<file path="src/rtl/hrv_pkg.sv">
// shared types, byte codes and match patterns for the http request header validator
// no dependencies; used by hrv_front, hrv_back and the top level
package hrv_pkg;

	localparam int unsigned RES_LEN_W = 11;
	localparam int unsigned TDATA_IN_W = 8;
	localparam int unsigned TDATA_OUT_W = 24;

	// queue between front and back, power of two deep
	localparam int unsigned QDEPTH = 4;
	localparam int unsigned QAW = $clog2(QDEPTH);
	localparam int unsigned QCW = $clog2(QDEPTH + 1);

	localparam logic [7:0] CH_SPACE = 8'h20;
	localparam logic [7:0] CH_CR = 8'h0d;
	localparam logic [7:0] CH_LF = 8'h0a;
	localparam logic [7:0] CH_COLON = 8'h3a;
	localparam logic [7:0] CH_SLASH = 8'h2f;

	localparam logic [3:0] GET_LEN = 4'd3;
	localparam logic [3:0] VER_LEN = 4'd8;
	localparam logic [3:0] HOST_LEN = 4'd4;

	localparam logic [2:0] FC_NONE = 3'd0;
	localparam logic [2:0] FC_METHOD = 3'd1;
	localparam logic [2:0] FC_VERSION = 3'd2;
	localparam logic [2:0] FC_NO_COLON = 3'd3;
	localparam logic [2:0] FC_KEY_SPACE = 3'd4;
	localparam logic [2:0] FC_VALUE_SPACES = 3'd5;
	localparam logic [2:0] FC_NO_HOST = 3'd6;

	typedef enum logic [2:0] {
		CLS_OTHER,
		CLS_SPACE,
		CLS_CR,
		CLS_LF,
		CLS_COLON,
		CLS_SLASH
	} byte_cls_t;

	typedef struct packed {
		logic [7:0] data_byte;
		logic last_byte;
		byte_cls_t cls;
	} item_t;

	typedef struct packed {
		logic valid;
		item_t item;
	} q_head_t;

	// msb first: host_found sits highest, request_ok at bit 0
	typedef struct packed {
		logic host_found;
		logic [RES_LEN_W-1:0] path_length;
		logic path_is_root;
		logic [2:0] fail_cause;
		logic request_ok;
	} result_t;

	function automatic logic [7:0] pat_get(input logic [3:0] pos);
		logic [7:0] c;
		case (pos)
			4'd0: c = 8'h47; // G
			4'd1: c = 8'h45; // E
			4'd2: c = 8'h54; // T
			default: c = 8'h00;
		endcase
		return c;
	endfunction

	function automatic logic [7:0] pat_ver(input logic [3:0] pos);
		logic [7:0] c;
		case (pos)
			4'd0: c = 8'h48; // H
			4'd1: c = 8'h54; // T
			4'd2: c = 8'h54; // T
			4'd3: c = 8'h50; // P
			4'd4: c = 8'h2f; // /
			4'd5: c = 8'h31; // 1
			4'd6: c = 8'h2e; // .
			4'd7: c = 8'h31; // 1
			default: c = 8'h00;
		endcase
		return c;
	endfunction

	function automatic logic [7:0] pat_host(input logic [3:0] pos);
		logic [7:0] c;
		case (pos)
			4'd0: c = 8'h48; // H
			4'd1: c = 8'h6f; // o
			4'd2: c = 8'h73; // s
			4'd3: c = 8'h74; // t
			default: c = 8'h00;
		endcase
		return c;
	endfunction

endpackage

</file>
<file path="src/rtl/hrv_front.sv">
// front end: accepts header bytes, tags each with its byte class, queues them
// depends on hrv_pkg
module hrv_front (
	input  logic clk,
	input  logic arst_n,
	input  logic in_valid,
	output logic in_ready,
	input  logic [7:0] in_byte,
	input  logic in_last,
	output hrv_pkg::q_head_t head,
	input  logic pop
);

	hrv_pkg::item_t q_mem_q [hrv_pkg::QDEPTH];
	logic [hrv_pkg::QAW-1:0] wr_ptr_q;
	logic [hrv_pkg::QAW-1:0] rd_ptr_q;
	logic [hrv_pkg::QCW-1:0] count_q;
	hrv_pkg::byte_cls_t cls;
	logic push;

	always_comb begin
		case (in_byte)
			hrv_pkg::CH_SPACE: cls = hrv_pkg::CLS_SPACE;
			hrv_pkg::CH_CR:    cls = hrv_pkg::CLS_CR;
			hrv_pkg::CH_LF:    cls = hrv_pkg::CLS_LF;
			hrv_pkg::CH_COLON: cls = hrv_pkg::CLS_COLON;
			hrv_pkg::CH_SLASH: cls = hrv_pkg::CLS_SLASH;
			default:           cls = hrv_pkg::CLS_OTHER;
		endcase
	end

	assign in_ready = (count_q != hrv_pkg::QCW'(hrv_pkg::QDEPTH));
	assign push = in_valid && in_ready;

	assign head.valid = (count_q != '0);
	assign head.item = q_mem_q[rd_ptr_q];

	always_ff @(posedge clk) begin
		if (push) begin
			q_mem_q[wr_ptr_q] <= '{data_byte: in_byte, last_byte: in_last, cls: cls};
		end
	end

	always_ff @(posedge clk or negedge arst_n) begin
		if (!arst_n) begin
			wr_ptr_q <= '0;
			rd_ptr_q <= '0;
			count_q <= '0;
		end else begin
			if (push) begin
				wr_ptr_q <= wr_ptr_q + 1'b1;
			end
			if (pop) begin
				rd_ptr_q <= rd_ptr_q + 1'b1;
			end
			case ({push, pop})
				2'b10:   count_q <= count_q + 1'b1;
				2'b01:   count_q <= count_q - 1'b1;
				default: count_q <= count_q;
			endcase
		end
	end

	a_pop_nonempty: assert property (@(posedge clk) disable iff (!arst_n)
		pop |-> count_q != '0)
		else $error("queue popped while empty");

	a_push_count: assert property (@(posedge clk) disable iff (!arst_n)
		(push && !pop) |=> count_q == $past(count_q) + 1'b1)
		else $error("queue count lost a pushed word");

	a_count_bound: assert property (@(posedge clk) disable iff (!arst_n)
		count_q <= hrv_pkg::QCW'(hrv_pkg::QDEPTH))
		else $error("queue count above depth");

endmodule

</file>
<file path="src/rtl/hrv_back.sv">
// back end: request header state machine and the result register
// depends on hrv_pkg; takes classified words from the hrv_front queue
module hrv_back #(
	parameter int unsigned LENGTH_LIMIT = 1024
) (
	input  logic clk,
	input  logic arst_n,
	input  hrv_pkg::q_head_t head,
	output logic pop,
	output logic out_valid,
	input  logic out_ready,
	output hrv_pkg::result_t out_result
);

	localparam int unsigned PCW = $clog2(LENGTH_LIMIT + 1);
	localparam logic [PCW-1:0] LIMIT_C = PCW'(LENGTH_LIMIT);

	typedef enum logic [2:0] {
		PH_METHOD,
		PH_PATH,
		PH_VERSION,
		PH_KEY,
		PH_VALUE,
		PH_FAILED
	} phase_t;

	typedef struct packed {
		logic brk;
		logic [3:0] pos;
	} match_t;

	phase_t phase_q, phase_n;
	match_t match_q, match_n;
	logic crp_q, crp_n;
	logic [1:0] lsc_q, lsc_n;
	logic txt_q, txt_n;
	logic host_q, host_n;
	logic [2:0] code_q, code_n;
	logic [PCW-1:0] pcnt_q, pcnt_n;
	logic slash_q, slash_n;
	logic out_valid_q;
	hrv_pkg::result_t out_result_q, res_n;
	logic [7:0] b;
	hrv_pkg::byte_cls_t c;
	logic fin;

	function automatic match_t feed(input match_t m, input logic [7:0] bt,
			input logic [7:0] pc, input logic [3:0] n);
		match_t r;
		r = m;
		if (!m.brk && m.pos < n && bt == pc) begin
			r.pos = m.pos + 4'd1;
		end else begin
			r.brk = 1'b1;
		end
		return r;
	endfunction

	assign b = head.item.data_byte;
	assign c = head.item.cls;
	// a final byte needs the result register free
	assign pop = head.valid && (!head.item.last_byte || !out_valid_q || out_ready);
	assign fin = pop && head.item.last_byte;

	always_comb begin
		phase_n = phase_q;
		match_n = match_q;
		crp_n = crp_q;
		lsc_n = lsc_q;
		txt_n = txt_q;
		host_n = host_q;
		code_n = code_q;
		pcnt_n = pcnt_q;
		slash_n = slash_q;
		res_n = out_result_q;

		if (pop) begin
			case (phase_n)
				PH_METHOD: begin
					if (c == hrv_pkg::CLS_SPACE) begin
						if (!match_n.brk && match_n.pos == hrv_pkg::GET_LEN) begin
							phase_n = PH_PATH;
							match_n = '0;
						end else begin
							code_n = hrv_pkg::FC_METHOD;
							phase_n = PH_FAILED;
						end
					end else begin
						match_n = feed(match_n, b, hrv_pkg::pat_get(match_n.pos),
							hrv_pkg::GET_LEN);
					end
				end
				PH_PATH: begin
					if (c == hrv_pkg::CLS_SPACE) begin
						phase_n = PH_VERSION;
						match_n = '0;
					end else begin
						slash_n = (pcnt_n == '0) && (c == hrv_pkg::CLS_SLASH);
						if (pcnt_n < LIMIT_C) begin
							pcnt_n = pcnt_n + 1'b1;
						end
					end
				end
				PH_VERSION: begin
					if (crp_n && c == hrv_pkg::CLS_LF) begin
						crp_n = 1'b0;
						if (!match_n.brk && match_n.pos == hrv_pkg::VER_LEN) begin
							phase_n = PH_KEY;
							match_n = '0;
							lsc_n = '0;
						end else begin
							code_n = hrv_pkg::FC_VERSION;
							phase_n = PH_FAILED;
						end
					end else begin
						// lone cr is version text
						if (crp_n) begin
							match_n = feed(match_n, hrv_pkg::CH_CR,
								hrv_pkg::pat_ver(match_n.pos), hrv_pkg::VER_LEN);
						end
						crp_n = (c == hrv_pkg::CLS_CR);
						if (c != hrv_pkg::CLS_CR) begin
							match_n = feed(match_n, b, hrv_pkg::pat_ver(match_n.pos),
								hrv_pkg::VER_LEN);
						end
					end
				end
				PH_KEY: begin
					if (c == hrv_pkg::CLS_COLON) begin
						if (lsc_n != '0) begin
							code_n = hrv_pkg::FC_KEY_SPACE;
							phase_n = PH_FAILED;
						end else begin
							phase_n = PH_VALUE;
							lsc_n = '0;
							txt_n = 1'b0;
							crp_n = 1'b0;
						end
					end else begin
						// in a key, lsc only flags that a space was seen
						if (c == hrv_pkg::CLS_SPACE) begin
							lsc_n = 2'd1;
						end
						match_n = feed(match_n, b, hrv_pkg::pat_host(match_n.pos),
							hrv_pkg::HOST_LEN);
					end
				end
				PH_VALUE: begin
					if (crp_n && c == hrv_pkg::CLS_LF) begin
						crp_n = 1'b0;
						if (!txt_n) begin
							code_n = hrv_pkg::FC_VALUE_SPACES;
							phase_n = PH_FAILED;
						end else begin
							if (!match_n.brk && match_n.pos == hrv_pkg::HOST_LEN) begin
								host_n = 1'b1;
							end
							phase_n = PH_KEY;
							match_n = '0;
							lsc_n = '0;
							txt_n = 1'b0;
						end
					end else begin
						// lone cr counts as value text
						if (crp_n) begin
							txt_n = 1'b1;
						end
						crp_n = (c == hrv_pkg::CLS_CR);
						if (c != hrv_pkg::CLS_CR && !txt_n) begin
							if (c == hrv_pkg::CLS_SPACE) begin
								lsc_n = lsc_n + 2'd1;
								if (lsc_n >= 2'd2) begin
									code_n = hrv_pkg::FC_VALUE_SPACES;
									phase_n = PH_FAILED;
								end
							end else begin
								txt_n = 1'b1;
							end
						end
					end
				end
				default: begin
				end
			endcase
		end

		if (fin) begin
			case (phase_n)
				PH_METHOD: code_n = hrv_pkg::FC_METHOD;
				PH_PATH, PH_VERSION: code_n = hrv_pkg::FC_VERSION;
				PH_KEY: begin
					if (match_n.pos != '0 || match_n.brk) begin
						code_n = hrv_pkg::FC_NO_COLON;
					end
				end
				PH_VALUE: begin
					if (crp_n) begin
						txt_n = 1'b1;
					end
					if (!txt_n) begin
						code_n = hrv_pkg::FC_VALUE_SPACES;
					end else if (!match_n.brk && match_n.pos == hrv_pkg::HOST_LEN) begin
						host_n = 1'b1;
					end
				end
				default: begin
				end
			endcase
			if (code_n == hrv_pkg::FC_NONE && !host_n) begin
				code_n = hrv_pkg::FC_NO_HOST;
			end

			res_n.request_ok = (code_n == hrv_pkg::FC_NONE);
			res_n.fail_cause = code_n;
			res_n.path_is_root = slash_n && (pcnt_n == PCW'(1));
			res_n.path_length = hrv_pkg::RES_LEN_W'(pcnt_n);
			res_n.host_found = host_n;

			// ready for the next request
			phase_n = PH_METHOD;
			match_n = '0;
			crp_n = 1'b0;
			lsc_n = '0;
			txt_n = 1'b0;
			host_n = 1'b0;
			code_n = hrv_pkg::FC_NONE;
			pcnt_n = '0;
			slash_n = 1'b0;
		end
	end

	always_ff @(posedge clk or negedge arst_n) begin
		if (!arst_n) begin
			phase_q <= PH_METHOD;
			match_q <= '0;
			crp_q <= 1'b0;
			lsc_q <= '0;
			txt_q <= 1'b0;
			host_q <= 1'b0;
			code_q <= hrv_pkg::FC_NONE;
			pcnt_q <= '0;
			slash_q <= 1'b0;
			out_valid_q <= 1'b0;
			out_result_q <= '0;
		end else begin
			phase_q <= phase_n;
			match_q <= match_n;
			crp_q <= crp_n;
			lsc_q <= lsc_n;
			txt_q <= txt_n;
			host_q <= host_n;
			code_q <= code_n;
			pcnt_q <= pcnt_n;
			slash_q <= slash_n;
			out_result_q <= res_n;
			if (fin) begin
				out_valid_q <= 1'b1;
			end else if (out_ready) begin
				out_valid_q <= 1'b0;
			end
		end
	end

	assign out_valid = out_valid_q;
	assign out_result = out_result_q;

	a_failed_has_code: assert property (@(posedge clk) disable iff (!arst_n)
		phase_q == PH_FAILED |-> code_q != hrv_pkg::FC_NONE)
		else $error("failed phase without a failure code");

	a_live_no_code: assert property (@(posedge clk) disable iff (!arst_n)
		(phase_q == PH_KEY || phase_q == PH_VALUE) |-> code_q == hrv_pkg::FC_NONE)
		else $error("failure code set while still parsing headers");

	a_restart: assert property (@(posedge clk) disable iff (!arst_n)
		fin |=> phase_q == PH_METHOD && pcnt_q == '0 && !host_q && out_valid_q)
		else $error("state not cleared after a final byte");

endmodule

</file>
<file path="src/rtl/http_request_header_validator_top.sv">
// top level of the http request header validator
// depends on hrv_pkg, hrv_front and hrv_back
//
// usage
//   input stream: one request header byte per word on s_axis_tdata, s_axis_tlast
//   marks the final byte of a request. output stream: one verdict word per
//   request, sent after its final byte.
//   a final byte is first written into the queue, then popped by the back end,
//   which registers its verdict word in the output register.
//   throughput: one byte per cycle sustained; the byte state machine in the
//   back end consumes one queued word each cycle, and a final byte waits only
//   while the previous verdict is still held in the output register.
//   stall: when m_axis_tready is low the verdict holds, the back end keeps
//   taking non-final bytes, and the four-word queue in front absorbs the rest;
//   s_axis_tready drops only once that queue is full.
//   reset: arst_n low empties the queue, drops m_axis_tvalid and puts the
//   parser back at the start of a request (method phase).
//   verdict fields report the path length and root flag as seen up to the
//   first failure; the path counter saturates at LENGTH_LIMIT.
module http_request_header_validator_top #(
	parameter int unsigned LENGTH_LIMIT = 1024
) (
	input  logic clk,
	input  logic arst_n,
	input  logic s_axis_tvalid,
	output logic s_axis_tready,
	// [7:0] data_byte
	input  logic [hrv_pkg::TDATA_IN_W-1:0] s_axis_tdata,
	// last_byte
	input  logic s_axis_tlast,
	output logic m_axis_tvalid,
	input  logic m_axis_tready,
	// [0] request_ok, [3:1] fail_cause, [4] path_is_root, [15:5] path_length,
	// [16] host_found, [23:17] zero
	output logic [hrv_pkg::TDATA_OUT_W-1:0] m_axis_tdata
);

	hrv_pkg::q_head_t head;
	hrv_pkg::result_t result;
	logic pop;

	// front: classify each byte and queue it
	hrv_front u_front (
		.clk      (clk),
		.arst_n   (arst_n),
		.in_valid (s_axis_tvalid),
		.in_ready (s_axis_tready),
		.in_byte  (s_axis_tdata),
		.in_last  (s_axis_tlast),
		.head     (head),
		.pop      (pop)
	);

	// back: request parser plus verdict register
	hrv_back #(
		.LENGTH_LIMIT (LENGTH_LIMIT)
	) u_back (
		.clk        (clk),
		.arst_n     (arst_n),
		.head       (head),
		.pop        (pop),
		.out_valid  (m_axis_tvalid),
		.out_ready  (m_axis_tready),
		.out_result (result)
	);

	// verdict struct is already packed lowest field at bit 0
	assign m_axis_tdata = hrv_pkg::TDATA_OUT_W'(result);

endmodule
</file>
<file path="config.mk">
export PLATFORM = sky130hd
export DESIGN_NAME = http_request_header_validator_top
export DESIGN_NICKNAME = d
export VERILOG_FILES = /design/src/rtl/hrv_pkg.sv /design/src/rtl/hrv_front.sv /design/src/rtl/hrv_back.sv /design/src/rtl/http_request_header_validator_top.sv
export SDC_FILE = /design/constraint.sdc
export NUM_CORES = 1
export LEC_CHECK = 0
export CAP_MARGIN = 20
export CORE_MARGIN = 1
export CORE_UTILIZATION = 60
export DETAILED_ROUTE_END_ITERATION = 10
export DONT_BUFFER_PORTS = 1
export PLACE_DENSITY_LB_ADDON = 0.3
export SLEW_MARGIN = 10
export SYNTH_ARGS = -nofsm -noshare
export SYNTH_HDL_FRONTEND = slang
export SYNTH_SLANG_ARGS = --single-unit
</file>
<file path="constraint.sdc">
create_clock -name clk -period 5 [get_ports clk]
set_input_delay 0.75 -clock clk [delete_from_list [all_inputs] [get_ports clk]]
set_output_delay 0.75 -clock clk [all_outputs]
set_load 0.01 [all_outputs]
</file>
== Word level (Yosys, flattened, before mapping) ==
Memory sizes are Yosys's and may differ from the RTL's.
Index checks and enable logic that the tools add are counted.

* Add/subtract/negate cells: 8
* Magnitude comparators: 6
* Eq/ne operators: 40
* Muxes and demuxes: 135
* Reduce and logical (&&, ||, !) cells: 46

{| class="wikitable"
|+ Operator list
! operator !! number
|-
| $mux W8 || 16
|-
| $mux W3 || 31
|-
| $mux W5 || 15
|-
| $mux W11 || 5
|-
| $mux W1 || 42
|-
| $pmux W3 S5 || 2
|-
| $pmux W7 S4 || 1
|-
| $pmux W5 S5 || 1
|-
| $eq A8 B6 Y1 const B || 3
|-
| $eq A8 B8 Y1 || 3
|-
| $pmux W3 S4 || 2
|-
| $mux W2 || 11
|-
| $pmux W7 S3 || 1
|-
| $logic_and A1 B1 Y1 || 20
|-
| $eq A3 B2 Y1 const B || 6
|-
| $eq A8 B4 Y1 const B || 2
|-
| $mux W4 || 4
|-
| $eq A3 B3 Y1 const B || 4
|-
| $logic_not A3 Y1 || 4
|-
| $ne A4 B1 Y1 const B || 3
|-
| $add A11 B1 Y11 const B || 1
|-
| $eq A11 B1 Y1 const B || 1
|-
| $logic_not A11 Y1 || 1
|-
| $lt A11 B11 Y1 const B || 1
|-
| other kinds (32) || 55
|}

* Flip-flop bits (word level): 53
* Bits in writable memories: 48
* ROM bits: 112
* Bits of input ports: 13
* Output and inout port bits: 26
* Memories kept: 3

{| class="wikitable"
|+ Memory list
! memory !! words !! width !! rd ports !! clocked after memory_dff !! wr ports !! line !! text
|-
| (no name shown) || 8 || 7 || 1 || 0 || 0 || hrv_pkg.sv:74 || <nowiki>case (pos)</nowiki>
|-
| (no name shown) || 8 || 7 || 1 || 0 || 0 || hrv_pkg.sv:74 ||
|-
| u_front.q_mem_q || 4 || 12 || 1 || 0 || 1 || hrv_front.sv:14 || <nowiki>hrv_pkg::item_t q_mem_q [hrv_pkg::QDEPTH];</nowiki>
|}

== Depth between registers and ports, before layout ==
An unclocked memory read counts as a cell.

* Depth in word-level cells: 37
* Gate-level depth with buffers: 15
* Gate-level depth less buffers: 13

== By module ==
From an unflattened synthesis, not the netlist that was laid out.

* Cell total of the unflattened synthesis: 557
* Area, all modules: 5843.1 um^2

{| class="wikitable"
|+ Modules (own cells, without submodules)
! module !! instances !! cells an instance !! area each (um^2) !! seq. area each (um^2)
|-
| hrv_back || 1 || 438 || 3553.4 || 1151.1
|-
| hrv_front || 1 || 111 || 2233.4 || 1616.6
|-
| http_request_header_validator_top || 1 || 8 || 56.3 || 0.0
|}

== Worst setup path after synthesis ==
No wires, ideal clock.

* Kind: reg-to-reg
* Start: register u_back.match_q[0] in the netlist's numbering
* End: register u_back.out_result_q (netlist bit u_back.out_result[0])
* Library setup time: 0.092 ns
* Data arrival time: 3.792 ns
* Setup slack: 1.116 ns
* Stages on the path, launching flop included: 16
* Path buffers: 2
* Cell sequence: dfrtp_1 > clkbuf_1 > inv_1 > ha_1 > clkbuf_1 > or3_1 > a211o_1 > a2111oi_4 > o21ai_2 > o21ai_2 > nand4_1 > a21o_1 > nor4_4 > nand4_1 > a311o_1 > o31ai_2

* Word-level cells in the longest chain between the ends: 37
* Elaborated cells on any way between the ends: 113

{| class="wikitable"
|+ Ends and longest elaborated chain
! item !! line !! text
|-
| start: declaration || hrv_back.sv:33 || <nowiki>match_t match_q, match_n;</nowiki>
|-
| start signal: assignment || hrv_back.sv:247 || <nowiki>match_q <= match_n;</nowiki>
|-
| $mem_v2 Z8 W7 || - ||
|-
| $mux W8 || hrv_pkg.sv:74 ||
|-
| $mux W8 || hrv_back.sv:117 || <nowiki>if (crp_n) begin</nowiki>
|-
| $mux W8 || hrv_back.sv:105 || <nowiki>if (crp_n && c == hrv_pkg::CLS_LF) begin</nowiki>
|-
| $mux W8 || hrv_back.sv:78 || <nowiki>case (phase_n)</nowiki>
|-
| $mux W8 || hrv_back.sv:77 || <nowiki>if (pop) begin</nowiki>
|-
| $eq A4 B8 Y1 || hrv_back.sv:51 || <nowiki>if (!m.brk && m.pos < n && bt == pc) begin</nowiki>
|-
| $logic_and A1 B1 Y1 || hrv_back.sv:51 ||
|-
| [... 21 more ...] || - ||
|-
| $mux W1 || hrv_back.sv:200 || <nowiki>if (!txt_n) begin</nowiki>
|-
| $mux W1 || hrv_back.sv:188 || <nowiki>case (phase_n)</nowiki>
|-
| $mux W1 || hrv_back.sv:187 || <nowiki>if (fin) begin</nowiki>
|-
| $logic_not A1 Y1 || hrv_back.sv:209 || <nowiki>if (code_n == hrv_pkg::FC_NONE && !host_n) begin</nowiki>
|-
| $logic_and A1 B1 Y1 || hrv_back.sv:209 ||
|-
| $mux W3 * || hrv_back.sv:209 ||
|-
| $mux W3 * || hrv_back.sv:187 ||
|-
| $logic_not A3 Y1 * || hrv_back.sv:213 || <nowiki>res_n.request_ok = (code_n == hrv_pkg::FC_NONE);</nowiki>
|-
| end signal: assignment || hrv_back.sv:255 || <nowiki>out_result_q <= res_n;</nowiki>
|-
| end: declaration || hrv_back.sv:42 || <nowiki>hrv_pkg::result_t out_result_q, res_n;</nowiki>
|}

Mark *: on every way between the ends. The rest lies on a longest branch, timed or not. The select of a mux whose other input is x is not followed.
A chain may end at the register's enable or synchronous reset.

== Final worst setup path ==
* Start: register u_front.rd_ptr_q[0] in the netlist's numbering
* End: register u_back.out_result_q (netlist bit u_back.out_result[4])

* Word-level cells in the longest chain between the ends: 8
* Elaborated cells on any way between the ends: 17

{| class="wikitable"
|+ Ends and longest elaborated chain
! item !! line !! text
|-
| start: declaration || hrv_front.sv:16 || <nowiki>logic [hrv_pkg::QAW-1:0] rd_ptr_q;</nowiki>
|-
| start signal: assignment || hrv_front.sv:54 || <nowiki>rd_ptr_q <= rd_ptr_q + 1'b1;</nowiki>
|-
| $mem_v2 Z4 W12 * || - ||
|-
| parallel branches: the longest is 7 deep, another holds $mux W11 || - ||
|}

Mark *: on every way between the ends.

==> qor.yml <==
io_pins: 39
clk_latency_ns: 0.36
path_clk_slew_ns: 0.10
crit_buf_inv: 1
sw_frac_of_total: 0.425
totalWireLength_um: 14200
slowest_delay_ns: 0.92
cts_tree: "done"
die_w_um: 103
end_kind: "register"
critPathMaxFanout: 17
layout-drive-gt1-share: 0.0902
rrSetupSlack_ns: 0.53
coreArea_um2: 9820
holdWs_ns: 0.0678
finish.instance_area_um2: 6370
ys_ff_latch: 101
die_h_um: 103
reg2reg_from: "u_front.rd_ptr_q[0]$_DFFE_PN0P_"
p_sw_uw: 1420
ff_latch_area_um2: 2770
tns_ns: 0
seq_area_frac_synth: 0.453
postCtsSetupBuffers: 0
grt_pass1_wl_um: 22500
tightestPinTransition_ns: 1.01
period_share: 0.894
rows: 36
final-setup-viol-count: 0
syn_inst: 611
drt_iter0_markers: 438
power_frac_seq: 0.372
via_per_inst: 6.63
path_cells: "mux4_2 -> a21o_1 -> inv_1 -> nand3_1 -> nor4_1 -> nand2_1 -> xor2_1 -> nand2_1 -> nor4_1 -> and3_1 -> a32o_1"
diodes: 0
cts_sinks: 101
start_util: 0.622
port_buffers: 0
synth_cell_types: 79
cp-start-kind: "register"
wl_per_cell_um: 19.3
synth_edf_count: 48
ant_nets: 0
grt_overflow: 0
relSlewSlack: 0.329
rr_endpoint: "u_back.out_result[4]$_DFFE_PN0P_"
drc_errors: 0
die_area_um2: 10600
critPathKind: "register to register"
hold_viol: 0
cts_buffers: 9
syn_avg_cell_area_um2: 10.0
yosys_warnings: 0
root_buffer: "clkbuf_8"
grt_antenna_before_repair: 0
dpl.hpwl_um: 10000
rsz0062_at_grt: "no"
cp_slowest_cell: "dfrtp_1"
fin_crit_ns: 4.47
grt_start_max_net_pins: 54
grt_usage: 0.282
gp_congestion: 1.01
r2r_cells: 11
num-fill-cells: 788
async_flop_share: 0.525
p_leak_uw: 0.00244
clock-skew-final_ns: 0.0107
status: "finished, final reports clean"
hold_class: "primary input to asynchronous set/reset pin"
h-tree-depth: 3
p_int_uw: 1920
cts_buffer_depth: 2
cts_resized: 0
slew_violations: 0
fin_nets: 624
worstPathArrival_ns: 4.77
netlist_area_um2: 6110
required_ns: 5.30
grt_pass1_vias: 4417
area_delta_synth_final_pct: 4.26
fmax_mhz: 224
vias: 4854
fin_total_pwr_uw: 3340
firstDrtPassIters: 7
hold_buffers: 0
p_per_area_nw_per_um2: 524
placed_area_um2: 6150
multi_input_area_um2: 3080
ys.flop_type: "dfrtp_1"
maxCapViolations: 0
comb_power_share: 0.458
ir_drop_uv: 339
clkPwrFrac: 0.170
cp_top_family: "simple AND/OR/NAND/NOR gates"
[worst max path at each step]
| stage | from | endpoint | slack, ns | cells after the start |
|---|---|---|---|---|
| 2_1_floorplan | u_back.match_q[0]$_DFF_PN0_ | u_back.out_result[0]$_DFFE_PN0P_ | 1.12 | 15 |
| 3_3_place_gp | u_front.rd_ptr_q[0]$_DFFE_PN0P_ | u_back.out_result[0]$_DFFE_PN0P_ | 0.76 | 11 |
| 3_5_place_dp | u_front.rd_ptr_q[0]$_DFFE_PN0P_ | u_back.out_result[4]$_DFFE_PN0P_ | 0.66 | 11 |
| 4_1_cts | u_front.rd_ptr_q[0]$_DFFE_PN0P_ | u_back.out_result[4]$_DFFE_PN0P_ | 0.62 | 11 |
| 5_1_grt | u_front.rd_ptr_q[0]$_DFFE_PN0P_ | u_back.out_result[4]$_DFFE_PN0P_ | 0.16 | 11 |
| 6_report | u_front.rd_ptr_q[0]$_DFFE_PN0P_ | u_back.out_result[4]$_DFFE_PN0P_ | 0.53 | 11 |
[cell usage after synthesis, types with 6 or more instances]
library cell	instances	area, um^2
inv_1	23	86.3
nor4_1	10	62.6
xnor2_1	10	87.6
nor3b_1	9	67.6
mux4_2	11	248
nand2b_1	10	62.6
and2_1	10	62.6
ha_1	16	200
nor3_1	19	95.1
clkbuf_1	26	97.6
dfrtp_1	53	1330
and3_1	9	56.3
xor2_1	10	87.6
nand2_1	51	191
a21oi_1	27	135
a31oi_1	9	56.3
nand3_1	21	105
nand4_1	12	75.1
nor2_1	66	248
a211oi_1	6	45.0
buf_4	7	52.6
edfxtp_1	48	1440
o21ai_0	27	135
mux2i_1	6	60.1
[through the flow]
stage / cells / utilization / setup WS [ns]
detailed placement: 716 / 0.627 / 0.664
global route: 732 / 0.649 / 0.163
global placement: 716 / 0.627 / 0.762
CTS: 732 / 0.649 / 0.620
floorplan: 617 / - / 1.12
finish: 732 / 0.649 / 0.531
[metal layers]
| layer | global-route usage | vias up | routed length [um] |
|---|---|---|---|
| met2 | 0.445 | 247 | 6650 |
| met4 | 0.130 | 0 | 408 |
| li1 | - | 2224 | - |
| met3 | 0.0427 | 31 | 1050 |
| met5 | 0 | - | 0 |
| met1 | 0.389 | 2352 | 6060 |
[area by class of cell]
cell class / instances / area share
Clock buffer: 9 / 0.0194
Clock inverter: 7 / 0.0147
Inverter: 24 / 0.0141
Multi-Input combinational cell: 451 / 0.483
Sequential cell: 101 / 0.434
Tap cell: 133 / 0.0261
Timing Repair Buffer: 7 / 0.00825
[cells by family after synthesis]
logic type	synth area share
AOI/OAI and AO/OA	0.146
xor gates and xnor gates	0.0287
adders and majority gates	0.0360
buffers and inverters	0.0473
DFF	0.453
muxes	0.0688
other	0.000614
and+or+nand+nor	0.220
[registers in the layout, summed over array words and instances (netlist names)]
name,cells
u_back.match_q,5
u_back.code_q,3
u_back.pcnt_q,11
u_back.lsc_q,2
u_front.q_mem_q,48
u_front.count_q,3
u_back.slash_q,1
u_back.out_valid,1
u_back.crp_q,1
u_front.rd_ptr_q,2
u_back.out_result,17
u_back.phase_q,3
u_front.wr_ptr_q,2
u_back.txt_q,1
u_back.host_q,1
[power groups by stage]
stage                     Combinational (uW)  Clock [uW]  Sequential (uW)
final                                   1530         567             1240
after global routing                    1680         605             1270
after CTS                               1510         575             1240
after detailed placement                1510           0             1260
after global placement                  1490           0             1240
after floorplan                         1290           0             1130
[layout by cell type (no fill, tap or decap), types with 7 or more instances in the layout]
cell type,n
a21oi_1,27
a31oi_1,9
and2_1,10
and3_1,9
buf_4,7
clkbuf_8,9
conb_1,7
dfrtp_1,53
edfxtp_1,48
ha_1,16
inv_1,23
mux4_2,11
nand2_1,51
nand2b_1,10
nand3_1,21
nand4_1,12
nor2_1,66
nor3_1,19
nor3b_1,9
nor4_1,10
o21ai_0,27
xnor2_1,10
xor2_1,10
[worst reg2reg max path: stages (launching register included)]
cell     delay [ns]
dfrtp_1        0.92
mux4_2         0.65
a21o_1         0.34
inv_1          0.46
nand3_1        0.31
nor4_1         0.52
nand2_1        0.20
xor2_1         0.31
nand2_1        0.09
nor4_1         0.27
and3_1         0.19
a32o_1         0.17
Power figures use the tool's default switching activity.
